### config.mk
export PLATFORM = sky130hd
export DESIGN_NAME = dga_regs
export DESIGN_NICKNAME = d
export VERILOG_FILES = /design/src/design/dga_pkg.sv /design/src/design/dga_regs.sv
export SDC_FILE = /design/constraint.sdc
export NUM_CORES = 1
export LEC_CHECK = 0
export ABC_AREA = 0
export ABC_CLOCK_PERIOD_IN_PS = 1400
export BUFFER_PORTS_ARGS = -buffer_cell sky130_fd_sc_hd__buf_2
export CORE_UTILIZATION = 48
export DETAILED_ROUTE_END_ITERATION = 10
export GPL_TIMING_DRIVEN = 0
export HOLD_SLACK_MARGIN = 0.05
export PLACE_DENSITY = 0.8
export SYNTH_ARGS = -nofsm -noshare
export SYNTH_HDL_FRONTEND = slang
export SYNTH_SLANG_ARGS = --single-unit
### constraint.sdc
create_clock -name clk -period 1.4 [get_ports clk]
set_input_delay 0.14 -clock clk [delete_from_list [all_inputs] [get_ports clk]]
set_output_delay 0.14 -clock clk [all_outputs]
set_load 0.02 [all_outputs]
### src/design/dga_pkg.sv
// Shared constants, types and functions of the DNA global alignment block.
package dga_pkg;
	localparam int MaxLen = 32;
	localparam int RowLen = MaxLen + 1;
	localparam int LenW = $clog2(MaxLen + 1);
	localparam int SeqAw = $clog2(MaxLen);
	localparam int MatDepth = RowLen * RowLen;
	localparam int MatAw = $clog2(MatDepth);
	localparam int ColDepth = 2 * MaxLen;
	localparam int ColAw = $clog2(ColDepth);
	localparam int ColPosW = $clog2(ColDepth + 1);
	localparam int CostW = 10;
	localparam int ScoreW = 24;
	localparam int TotalW = 16;
	localparam int SymW = 3;
	localparam int PaddrW = 5;

	localparam logic [1:0] ActAppendFirst = 2'd0;
	localparam logic [1:0] ActAppendSecond = 2'd1;
	localparam logic [1:0] ActAlign = 2'd2;
	localparam logic [1:0] ActUnused = 2'd3;
	localparam logic [SymW-1:0] GapSymbol = 3'd4;

	localparam logic [2:0] RegGap = 3'd0;
	localparam logic [2:0] RegAc = 3'd1;
	localparam logic [2:0] RegAg = 3'd2;
	localparam logic [2:0] RegAt = 3'd3;
	localparam logic [2:0] RegCg = 3'd4;
	localparam logic [2:0] RegCt = 3'd5;
	localparam logic [2:0] RegGt = 3'd6;

	typedef struct packed {
		logic [CostW-1:0] gap;
		logic [CostW-1:0] ac;
		logic [CostW-1:0] ag;
		logic [CostW-1:0] at;
		logic [CostW-1:0] cg;
		logic [CostW-1:0] ct;
		logic [CostW-1:0] gt;
	} cost_cfg_t;

	function automatic logic [CostW-1:0] pair_cost(input logic [1:0] a, input logic [1:0] b,
			input cost_cfg_t c);
		logic [3:0] k;
		logic [CostW-1:0] r;
		k = (a < b) ? {a, b} : {b, a};
		case (k)
			4'b0001: r = c.ac;
			4'b0010: r = c.ag;
			4'b0011: r = c.at;
			4'b0110: r = c.cg;
			4'b0111: r = c.ct;
			4'b1011: r = c.gt;
			default: r = '0;
		endcase
		return r;
	endfunction
endpackage

### src/design/dga_regs.sv
// APB configuration registers holding the gap and mismatch costs.
module dga_regs (
	input  logic                      clk,
	input  logic                      arst_n,
	input  logic                      psel,
	input  logic                      penable,
	input  logic                      pwrite,
	input  logic [dga_pkg::PaddrW-1:0] paddr,
	input  logic [31:0]               pwdata,
	output logic [31:0]               prdata,
	output dga_pkg::cost_cfg_t        cfg
);
	import dga_pkg::*;

	logic [2:0] idx;
	assign idx = paddr[4:2];

	always_ff @(posedge clk or negedge arst_n) begin
		if (!arst_n) begin
			cfg.gap <= 10'd30;
			cfg.ac <= 10'd110;
			cfg.ag <= 10'd48;
			cfg.at <= 10'd94;
			cfg.cg <= 10'd118;
			cfg.ct <= 10'd48;
			cfg.gt <= 10'd110;
		end else if (psel && penable && pwrite) begin
			unique case (idx)
				RegGap: cfg.gap <= pwdata[CostW-1:0];
				RegAc: cfg.ac <= pwdata[CostW-1:0];
				RegAg: cfg.ag <= pwdata[CostW-1:0];
				RegAt: cfg.at <= pwdata[CostW-1:0];
				RegCg: cfg.cg <= pwdata[CostW-1:0];
				RegCt: cfg.ct <= pwdata[CostW-1:0];
				RegGt: cfg.gt <= pwdata[CostW-1:0];
				default: ;
			endcase
		end
	end

	always_comb begin
		prdata = '0;
		unique case (idx)
			RegGap: prdata[CostW-1:0] = cfg.gap;
			RegAc: prdata[CostW-1:0] = cfg.ac;
			RegAg: prdata[CostW-1:0] = cfg.ag;
			RegAt: prdata[CostW-1:0] = cfg.at;
			RegCg: prdata[CostW-1:0] = cfg.cg;
			RegCt: prdata[CostW-1:0] = cfg.ct;
			RegGt: prdata[CostW-1:0] = cfg.gt;
			default: prdata = '0;
		endcase
	end
endmodule
Word-level counts from Yosys, hierarchy flattened:

Index checks and enable logic that the tools add are counted.

* flip-flop bits (word level): 70
* input port bits: 42
* logic and storage cells: 24

* equality and inequality tests: 6
* muxes and demuxes: 1
* reductions and logical operators: 10

Operator list (count)
* one-hot mux 10 bit (7 select lines): 1
* AND reduction 2 bit: 7
* == test 3 bit, second input constant: 3
* == test 3 x 2 -> 1 bit, second input constant: 2
* == test 3 x 1 -> 1 bit, second input constant: 1
* logical NOT 3 bit: 1
* logical AND 1 bit: 2

Logic depth before layout (Yosys ltp):

* word-level depth: 3
* mapped depth: 6
* depth with buffers taken out: 3

Least setup slack after synthesis:

Ideal clock, no wire load.

* path kind: input port to output port
* start point: input paddr[3] (netlist name)
* end point: output prdata[2]
* arrival: 1.342 ns
* path slack: -0.082 ns
* cell stages on the path: 6
* path through: buf_2 > buf_2 > buf_2 > nand3_1 > o21a_1 > o221ai_1

* cells in the longest elaborated chain, start to end: 2
* elaborated cells on any way between the ends: 8
* those cells by class: eq/ne (6); mux (1); reduce/logical (1)

Ends and longest elaborated chain
* from (decl): line dga_regs.sv:8 `input logic [dga_pkg::PaddrW-1:0] paddr,`
* == test 3 bit, or another cell as far along: line dga_regs.sv:43 `unique case (idx)`
* one-hot mux 10 bit (7 select lines) *: line dga_regs.sv:43
* to (decl): line dga_regs.sv:10 `output logic [31:0] prdata,`

Every way passes the cells marked *; elsewhere a longest branch is shown, timed or not.

Final worst setup path:

* start point: register cfg[23] (netlist name)
* end point: output prdata[3]

* cells in the longest elaborated chain, start to end: 1

Ends and longest elaborated chain
* from (decl): line dga_regs.sv:11 `output dga_pkg::cost_cfg_t cfg`
* one-hot mux 10 bit (7 select lines): line dga_regs.sv:43

No other way between the ends.

==> out/results.txt <==
Nets - 452
Critical path arrival - 1520 ps
First-pass GRT wire length - 13400 um
Post-Layout Cell Count - 511
Gr ovfl total - 0
TritonCTS clock tree - yes
Placed Instances - 475
Post-Synthesis Cell Area - 3520 um^2
Reg clk slew, reported paths - 80 ps
# diodes - 0
Leak - 2.36 nW
Sequential fraction of the synthesis area - 50.7%
Pin count of the biggest net entering global routing - 71
M1 wire length - 3760 um
Die X - 87.7 um
Sw Ratio - 32.5%
Via count - 2611
Layout cell share with drive strength beyond 1 - 66.5%
WP data required - 1260 ps
Clock group share of total power - 28.3%
Vias in the first global route - 2594
Met2 Wirelength - 4230 um
Core ar. - 6940 um^2
Net switching power figure - 2.30 mW
Rows - 30
P&R area growth vs syn - 34.8%
Worst slew pin tran - 853 ps
Design internal power - 4.78 mW
DP HPWL - 5800 um
Total power - 7.08 mW
Num CTS Buffers - 9
Status - complete, but fails checks
Clock Tree Root - clkbuf_8
Final Hold Vio Count - 0
Initial Util - 50.8%
Longest Clk Path Bufs - 2
DRT iter0 DRCs - 109
Setup WS post-layout - -265 ps
GPL Wtd Cong - 0.771
CTS H-tree depth - 3
Routed wire length - 8670 um
Max Freq - 0.601 GHz
Relative slew slack - 43.1%
Largest Register - cfg
Async SR Flop Fraction - 100%
Gate power share - 31.9%
Highest layer used for signal routing - met4
Cell count after synthesis - 262
CP Class - reg -> out
Final min period - 1660 ps
Drt wl/cell - 17.0 um
Most frequent cells in the layout - buf_2 (92), mux2_2 (57), buf_4 (50)
Library cells used by synthesis - 29
Ys Warns - 0
Avg Cell Area, Syn - 13.5 um^2
Worst Path Max Fanout - 2
Failing checks - setup timing
Pins Over Slew Limit - 0
Final critical-path share of the clock period - 119%
#FFs+latches synth - 70
Power share of the sequential group - 39.8%
ANT nets after route - 0
Ys flop type - dfrtp_1
Peak VDD IR - 1.03 mV
Setup repair after global routing missed its margin - yes
DIE AREA - 7690 um^2
GRT Total Usage - 23.8%
Met3 wire len - 544 um
TritonRoute pass-1 iters - 4
Setup-failing EPs final - 10
IO Count - 144
Critical Path Sink Type - output pin
Commonest non-fill, non-tap cell in the layout - buf_2
Number of max-cap violations - 0
Placed inst area - 4230 um^2
Final instance area - 4750 um^2
# clock sinks - 70
Max reg flops - 70
Largest regs - cfg: 70 flops
DIE HEIGHT - 87.7 um
Worst hold path class - in -> reg
DRC errors left - 0
Worst-Skew Late Latency - 350 ps
EDFF count, synth - 0
CP startpoint kind - flip-flop
PD cells - 1490 nW/um^2
Initial antenna violation count - 0
PortBufs - 96
Vias per inst - 5.11
Final Skew - 0 ps
-- critical path, cell delays in order, from the launching register on --
cell and delay [ps]:
dfrtp_1 380, mux4_2 460, o21a_1 200, buf_6 130
-- cells by family (layout without fill, tap and decap cells) --
group	count (synthesis)	count (layout)	synth area share, %
DFF	70	70	50.7
AOI/OAI and AO/OA	23	23	4.97
buffers and inverters	36	168	6.46
other	1	22	0.106
muxes	96	96	30.5
and+or+nand+nor	36	36	7.31
-- Yosys cell counts, drive strengths merged, types with 2 or more instances --
| library cell | number | area share, % |
|---|---|---|
| mux2 | 80 | 26 |
| nand2 | 9 | 0.96 |
| nor2 | 5 | 1.5 |
| nand2b | 2 | 0.35 |
| dfrtp | 42 | 30 |
| o21a | 9 | 1.9 |
| buf | 34 | 6.2 |
| nand3 | 5 | 0.71 |
| and4b | 3 | 0.85 |
| o221ai | 7 | 1.7 |
| or3 | 2 | 0.35 |
| o211ai | 3 | 0.64 |
| dfstp | 28 | 21 |
| a31oi | 3 | 0.53 |
| mux2i | 15 | 4.3 |
| nand3b | 4 | 0.85 |
| nor2b | 3 | 0.53 |
-- area by class of cell --
type / instances / area, um^2
repair buffers: 116 / 669
flip-flops and latches: 70 / 1790
multi-input cells: 177 / 1670
clock inverters: 6 / 109
fillers: 537 / 2190
plain buffers: 35 / 253
clock buffers: 10 / 138
inverters: 1 / 3.75
well taps: 96 / 120
-- through the flow --
| stage | setup slack [ps] | TNS [ps] | util (%) | hold WS [ps] |
|---|---|---|---|---|
| 4_1_cts | -289 | -1740 | 67.1 | 79.6 |
| 3_5_place_dp | -411 | -13600 | 60.9 | 306 |
| 3_3_place_gp | -428 | -16440 | 60.8 | 436 |
| 6_report | -265 | -1510 | 68.4 | 87.3 |
| 2_1_floorplan | 1.41 | 0 | - | -156 |
| 5_1_grt | -300 | -2010 | 68.4 | 101 |
-- final timing paths --
path | from | end | slack [ps] | cells past startpoint
worst max-delay path | cfg[23] | prdata[3] | -260 | 3
worst min-delay path | pwdata[3] | cfg[63] | 90 | 2
worst max register to register | cfg[48] | cfg[48] | 410 | 3
worst min register to register | cfg[67] | cfg[67] | 530 | 1
max in group asynchronous | arst_n | cfg[49] | 400 | 2
min in group asynchronous | arst_n | cfg[66] | 450 | 2
-- routing by layer --
layer / vias up / track usage, %
met5: - / 0
met4: 0 / 8.64
met3: 12 / 5.18
met2: 97 / 40.0
met1: 1289 / 30.4
li1: 1213 / -
-- power groups by stage --
stage	logic [mW]	clock network (mW)	registers (mW)
finish	2.26	2.01	2.82
global route	2.42	2.11	2.87
CTS	2.19	2.02	2.81
detailed placement	1.99	0	2.87
global placement	1.95	0	2.85
floorplan	0.813	0	3.33
-- what timing repair did --
action	in CTS	in global routing
buffers inserted	15	4
hold endpoints to repair	42	0
pin swaps	5	5
hold buffers	1	0
gates cloned	0	0
gates resized for setup	23	16
endpoints found under the setup margin	10	10
No activity file was read; power rests on OpenSTA's default activity.
