**src/design/dga_ram.sv**
```systemverilog
// Generic single-port-write, one-read synchronous RAM with registered read.
module dga_ram #(
	parameter int Width = 8,
	parameter int Depth = 32
) (
	input  logic                     clk,
	input  logic                     we,
	input  logic [$clog2(Depth)-1:0] waddr,
	input  logic [Width-1:0]         wdata,
	input  logic [$clog2(Depth)-1:0] raddr,
	output logic [Width-1:0]         rdata
);
	logic [Width-1:0] mem [Depth];

	always_ff @(posedge clk) begin
		if (we) begin
			mem[waddr] <= wdata;
		end
		rdata <= mem[raddr];
	end
endmodule

```
**config.mk**
```make
export PLATFORM = sky130hd
export DESIGN_NAME = dga_ram
export DESIGN_NICKNAME = d
export VERILOG_FILES = /design/src/design/dga_ram.sv
export SDC_FILE = /design/constraint.sdc
export NUM_CORES = 1
export LEC_CHECK = 0
export ABC_AREA = 1
export CAP_MARGIN = 10
export CORE_AREA = 5 5 189 100
export CTS_CLUSTER_DIAMETER = 100
export CTS_CLUSTER_SIZE = 24
export DETAILED_ROUTE_END_ITERATION = 12
export DIE_AREA = 0 0 194 105
export DONT_BUFFER_PORTS = 1
export GPL_TIMING_DRIVEN = 0
export HOLD_SLACK_MARGIN = 0.1
export PLACE_DENSITY = 0.81
export RECOVER_POWER = 25
export SLEW_MARGIN = 15
export SYNTH_ARGS = -nofsm -noshare
export SYNTH_HDL_FRONTEND = slang
export SYNTH_SLANG_ARGS = --single-unit
```
**constraint.sdc**
```tcl
create_clock -name clk -period 3.49 [get_ports clk]
set_input_delay 0.698 -clock clk [delete_from_list [all_inputs] [get_ports clk]]
set_output_delay 0.698 -clock clk [all_outputs]
set_load 0.02 [all_outputs]
```
## Word-level counts from Yosys, hierarchy flattened

Memory sizes are Yosys's and may differ from the RTL's. A register that Yosys moved wholly into a read port is not among the register bits.
Index checks and enable logic that the tools add are counted.

| storage, ports and cells | value |
|---|---|
| latch bits | 0 |
| input bits | 20 |
| memories | 1 |
| flip-flop bits (word level) | 0 |
| RAM bits | 256 |
| output and inout bits | 8 |
| memory bits (read-only) | 0 |
| logic and storage cells | 3 |

| operators by class | value |
|---|---|
| muxes and demuxes | 2 |
| bitwise logic cells | 0 |
| multiply operators | 0 |
| reduce and logical (&&, ||, !) cells | 0 |
| div/mod/pow operators | 0 |
| add/sub/neg operators | 0 |
| magnitude comparators | 0 |
| shifts and indexed selects | 0 |
| equal/unequal tests | 0 |

Memories:

| name | words | width | read ports | clocked after Yosys merged registers in | write ports | line | source |
|---|---|---|---|---|---|---|---|
| mem | 32 | 8 | 1 | 1 | 1 | 13 | `logic [Width-1:0] mem [Depth];` |

Operator list:

| kind | count |
|---|---|
| $mux 1 | 2 |

## Depth between registers and ports, before layout

Gate-level depths: netlist of the first run.

| logic depth | value |
|---|---|
| depth after elaboration | 2 |
| mapped depth | 11 |
| mapped depth without buffers | 9 |

## Worst setup path after synthesis of the first run

OpenSTA, ideal clock, no wires.

| path | value |
|---|---|
| kind | in2reg |
| from | input waddr[0] |
| to | memory mem[0][0], enable pin |
| data required time | 3.120 ns |
| buffers on the path | 0 |
| setup time | 0.370 ns |
| setup slack | 1.758 ns |
| arrival | 1.362 ns |
| stages | 3 |
| cells stage by stage | inv_1 -> nand3_1 -> nor2_1 |

RTL lines:

| item | line | source |
|---|---|---|
| from (decl) | 8 | `input logic [$clog2(Depth)-1:0] waddr,` |
| to (decl) | 13 |  |

Straight into the memory's write port.

## Worst setup path after layout of the first run

| path | value |
|---|---|
| from | input waddr[0] |
| to | memory mem[20][4], enable pin |

Straight into the memory's write port.

==> flow_summary.ini, run 1 <==
[outcome]
status = completed

[detailed_routing]
dr.pass1.iters = 6
wl_per_cell_um = 23.36
wirelength_mm = 27.54
num_vias = 7140
drc = 0
ant_nets = 0
via_per_inst = 6.056
drtIter0Drc = 1057

[layout]
drive_above_1_share = 0.06349
layout.cells.non_filler = 1179
area_growth_syn_to_layout_pct = 6.473
fillers = 1223
seq_area_sq_mm = 0.007848
utilization = 0.6766
nets = 958
n_antenna_cell = 0
multiInputGateArea_sq_mm = 0.002492

[min_path]
hold_class = in2reg
holdCritStartpoint = wdata[7]

[critical_path]
cp-start-kind = input port
crit_slowest_cell = nor2_1
regToRegSetupSlack_ns = 2.20
worst_setup_path_end_kind = register
critical_path_buf_inv_count = 1
r2r-start = mem[5][4]$_DFFE_PP_
cpPeakStageDelay_ns = 0.99
cp_top_family = simple AND/OR/NAND/NOR gates
cp_max_fo = 8
critPathKind = in2reg
cp.arrival_ns = 2.11
crit_required_ns = 3.60
crit_chain = inv_1 > nand3_1 > nor2_1
cp-startpoint = waddr[0]

[clock_tree]
clk_latency_ns = 0.49
cts_root_buf = clkbuf_16
htreeDepth = 1
path_clk_slew_ns = 0.09
clk_path_buf_depth = 3
cts_tree = done
holdBufCountCts = 0
numClockSinks = 264
ctsResizeCount = 0
post_cts_buffers = 0
cts_made_buffers = 14

[logic_synthesis]
yosysUniqueCellTypes = 12
synth-edff-count = 256
ys_seq_area_frac = 0.7275
netlist_area_sq_mm = 0.01079
synthesis.nets = 942
ys.flop_type = edfxtp_1
synthTopCellsByCount = nand2_1, edfxtp_1, nand3_1
ys_async_sr_fraction = 0
netlist.area_leader.share = 0.7127
synth_cells = 922
post_synth.cell_area_avg_sq_um = 11.70
yosysMostFrequentCell = nand2_1
yosys_warnings = 0
yosysTopAreaCell = edfxtp_1
ys_ff_latch = 264
synthTopCellsByArea = edfxtp_1, nand2_1, nand3_1

[floorplan]
fp.dieH_um = 105
initial_utilization = 0.6355
dieArea_sq_mm = 0.02037
die_x_um = 194
pin_count = 28
core_sq_mm = 0.01697
num_rows = 34

[grt]
first_global_vias = 6638
grt_usage = 0.2678
grt_antenna_before_repair = 0
grt_pass1_wl_mm = 40.80
grt_overflow = 0
grt_max_degree = 33

[sta]
slew_headroom = 0.2465
finalSetupTns_ns = 0
timing.fmax_ghz = 0.5020
period_needed_ns = 1.992
rsz0062_at_grt = false
fin_skew_ns = 0.01212
maxSlewViolCount = 0
setup_viol = 0
tightest_slew_ns = 1.126
period_share = 0.5707
finalHoldViolCount = 0

[placed_design]
port_buffers = 0
hpwlAfterDp_mm = 18.39
place_congestion = 0.9312
place_inst = 1156

[job]
maxCapViolCount = 0

[pwr]
powerDensity_mw_per_mm2 = 495.7
peakVddDrop_uv = 384.8
p_leak_nw = 4.198
-- per-layer routing --
| layer | GRT usage | wire length (um) | vias to the layer above |
|---|---|---|---|
| met5 | 0.01157 | 0 | - |
| met4 | 0.03962 | 383 | 0 |
| met3 | 0.1042 | 4844 | 42 |
| met2 | 0.3580 | 10990 | 504 |
| met1 | 0.4245 | 11320 | 3373 |
| li1 | - | - | 3221 |
-- per-stage QoR --
stage / power [mW] / instance area [sq um] / setup WS [ns] / hold slack [ns]
after floorplan: 3.869 / 10790 / 1.758 / 0.6884
after global placement: 3.985 / 11080 / 1.161 / 0.7673
after detailed placement: 3.994 / 11080 / 1.084 / 0.7768
after CTS: 5.681 / 11480 / 1.601 / 0.2880
after global routing: 5.868 / 11480 / 1.504 / 0.2826
final: 5.693 / 11480 / 1.498 / 0.2983
-- cell usage in the layout (no fill, tap or decap) --
cell,instances
buf_1,2
buf_2,15
buf_4,4
buf_6,24
clkbuf_1,15
clkbuf_16,15
dfxtp_1,8
edfxtp_1,256
inv_1,8
inv_2,2
nand2_1,360
nand3_1,204
nor2_1,32
-- logic make-up (layout without fill, tap and decap cells) --
kind of cell / Yosys count / count (layout) / synth area share
simple gates: 596 / 596 / 0.2311
buf+inv: 62 / 85 / 0.04141
flops: 264 / 264 / 0.7275
-- state kept, by name (all words and copies together), names as in the netlist --
signal  cells
rdata       8
mem       256
-- where the power goes --
group	leakage, nW	internal [mW]	switching (mW)
sequential	2.37	3.52	0.0268
combinational	1.63	0.116	0.276
clock	0.194	0.806	0.950
-- cell type report --
class / count / share of cell area
Inverter: 10 / 0.003268
Multi-Input combinational cell: 596 / 0.2170
Sequential cell: 264 / 0.6833
Clock buffer: 23 / 0.03530
Tap cell: 234 / 0.02549
Buffer: 52 / 0.03562
-- worst paths after layout --
kind,endpoint,cells after the start
max reg2reg,rdata[4]$_DFF_P_,8
min reg2reg,rdata[2]$_DFF_P_,8
min,mem[2][7]$_DFFE_PP_,0
max,mem[20][4]$_DFFE_PP_,3
Power figures use the tool's default switching activity.
==> inputs of run 2 (changes only) <==
--- a/config.mk
+++ b/config.mk
@@ -7,15 +7,15 @@
 export LEC_CHECK = 0
 export ABC_AREA = 1
 export CAP_MARGIN = 10
-export CORE_AREA = 5 5 189 100
+export CORE_AREA = 5 5 201 106
 export CTS_CLUSTER_DIAMETER = 100
 export CTS_CLUSTER_SIZE = 24
 export DETAILED_ROUTE_END_ITERATION = 12
-export DIE_AREA = 0 0 194 105
+export DIE_AREA = 0 0 206 111
 export DONT_BUFFER_PORTS = 1
 export GPL_TIMING_DRIVEN = 0
 export HOLD_SLACK_MARGIN = 0.1
-export PLACE_DENSITY = 0.81
+export PLACE_DENSITY = 0.75
 export RECOVER_POWER = 25
 export SLEW_MARGIN = 15
 export SYNTH_ARGS = -nofsm -noshare
==> constraint.sdc (replaced) <==
create_clock -name clk -period 1.63 [get_ports clk]
set_input_delay 0.326 -clock clk [delete_from_list [all_inputs] [get_ports clk]]
set_output_delay 0.326 -clock clk [all_outputs]
set_load 0.02 [all_outputs]
==> run 2 against run 1 <==
Effect of this change:
- the flow now finishes with violations (max-capacitance violations, max-slew violations)
- worst hold slack worse by 0.028 ns
- die area grew 12%
- sequential power up 110%
- routed wire length hardly changed
- highest routed layer unchanged
==> flow_summary.ini, run 2 (synthesis results as in run 1) <==
[layout]
fillers = 1481
top_regs = mem (256), rdata (8)
n_antenna_cell = 0
mostFrequentLayoutCells = nand2_1, edfxtp_1, nand3_1
drive_above_1_share = 0.06604
nets = 966
largest_reg_flops = 256
seq_area_sq_mm = 0.007848
utilization = 0.6040
final_common_cell = nand2_1
area_growth_syn_to_layout_pct = 7.191
multiInputGateArea_sq_mm = 0.002492
largest-register = mem

[grt]
grt_pass1_wl_mm = 40.70
grt_overflow = 0
grt_usage = 0.2416
grt_max_degree = 33
grt_antenna_before_repair = 0
first_global_vias = 6507

[critical_path]
cpPeakStageDelay_ns = 0.62
cp_common_cell = nand2_1
cp.arrival_ns = 1.97
r2r-start = mem[12][4]$_DFFE_PP_
r2r-end = rdata[4]$_DFF_P_
critPathKind = in2reg
crit_slowest_cell = buf_1
regToRegSetupSlack_ns = 0.32
worstRegToRegCells = 8
cp-start-kind = input port
crit_chain = clkbuf_1 > buf_1 > nand3_1 > nand2_1 > nand2_1 > nand2_1 > nand2_1 > nand2_1
worst_setup_path_end_kind = register
crit_required_ns = 2.03
cp_max_fo = 10

[sta]
fin_skew_ns = 0.01627
finalSetupTns_ns = 0
tightest_slew_ns = 1.657
timing.fmax_ghz = 0.6366
setup_ws_ns = 0.05911
setup_viol = 0
finalHoldViolCount = 0
period_needed_ns = 1.571
slew_headroom = -0.1050
period_share = 0.9637
maxSlewViolCount = 165
rsz0062_at_grt = false

[detailed_routing]
drc = 0
wl_per_cell_um = 22.58
via_per_inst = 5.792
drtIter0Drc = 1012
num_vias = 7066
dr.pass1.iters = 5
wirelength_mm = 27.54
ant_nets = 0

[floorplan]
core_sq_mm = 0.01914
pin_count = 28
num_rows = 36
die_x_um = 206
fp.dieH_um = 111
dieArea_sq_mm = 0.02287
initial_utilization = 0.5635

[outcome]
violations = max-capacitance violations, max-slew violations
status = finished, violations left

[min_path]
min_to = rdata[6]$_DFF_P_
worst_hold_path.num_cells = 3
hold_class = in2reg
holdCritStartpoint = raddr[4]

[pwr]
finalPower_mw = 12.32
powerDensity_mw_per_mm2 = 1066
p_leak_nw = 4.217
peakVddDrop_uv = 754.7

[clock_tree]
clk_latency_ns = 0.49
cts_made_buffers = 14
cts_root_buf = clkbuf_16
clk_path_buf_depth = 3
holdBufCountCts = 8
htreeDepth = 1
cts_tree = done
ctsResizeCount = 0
post_cts_buffers = 0
numClockSinks = 264
path_clk_slew_ns = 0.10

[placed_design]
hpwlAfterDp_mm = 18.61
place_congestion = 1.001
port_buffers = 0
place_ws_ns = -0.3555

[job]
maxCapViolCount = 5
-- run 2: cell types whose count changed in the layout (fill, tap and decap cells not counted) --
| cell | previous run | this run |
|---|---|---|
| clkbuf_1 | 15 | 21 |
| clkbuf_2 | 0 | 3 |
-- run 2: how the worst max path moves through the flow --
stage	startpoint	slack, ns	end	cells after the start
2_1_floorplan	waddr[0]	0.27	mem[0][0]$_DFFE_PP_	3
3_3_place_gp	raddr[2]	-0.33	rdata[4]$_DFF_P_	8
3_5_place_dp	waddr[0]	-0.36	mem[20][4]$_DFFE_PP_	3
4_1_cts	waddr[0]	0.16	mem[20][6]$_DFFE_PP_	3
5_1_grt	raddr[2]	0.01	rdata[4]$_DFF_P_	8
6_report	raddr[2]	0.06	rdata[5]$_DFF_P_	8
-- run 2: metal layers --
metal / up-vias / global-route usage / share of wire
met1: 3358 / 0.3879 / 0.42
met3: 28 / 0.09412 / 0.17
met5: - / 0 / 0
met2: 445 / 0.3196 / 0.40
met4: 0 / 0.02967 / 0.012
li1: 3235 / - / -
-- run 2: critical path: cells and delay by family --
| kind | cells | cell delay (ns) |
|---|---|---|
| buffers and inverters | 2 | 0.88 |
| and+or+nand+nor | 6 | 0.77 |
-- run 2: through the flow --
stage | std cells | hold WS [ns] | instance area, sq um
2_1_floorplan | 922 | 0.4249 | 10790
3_3_place_gp | 1188 | 0.4275 | 11120
3_5_place_dp | 1188 | 0.4284 | 11120
4_1_cts | 1220 | 0.1345 | 11690
5_1_grt | 1220 | 0.2672 | 11560
6_report | 1220 | 0.2699 | 11560
-- run 2: layout make-up --
cell class | count | area share
Multi-Input combinational cell | 596 | 0.2156
Buffer | 52 | 0.03539
Clock buffer | 24 | 0.03539
Inverter | 10 | 0.003246
Timing Repair Buffer | 8 | 0.002922
Sequential cell | 264 | 0.6787
Tap cell | 266 | 0.02878
-- run 2: report_power, final --
part           internal (mW)  leakage, nW  switching [mW]
clock network           1.73        0.195            2.03
logic                  0.253         1.65           0.704
registers               7.54         2.37          0.0576
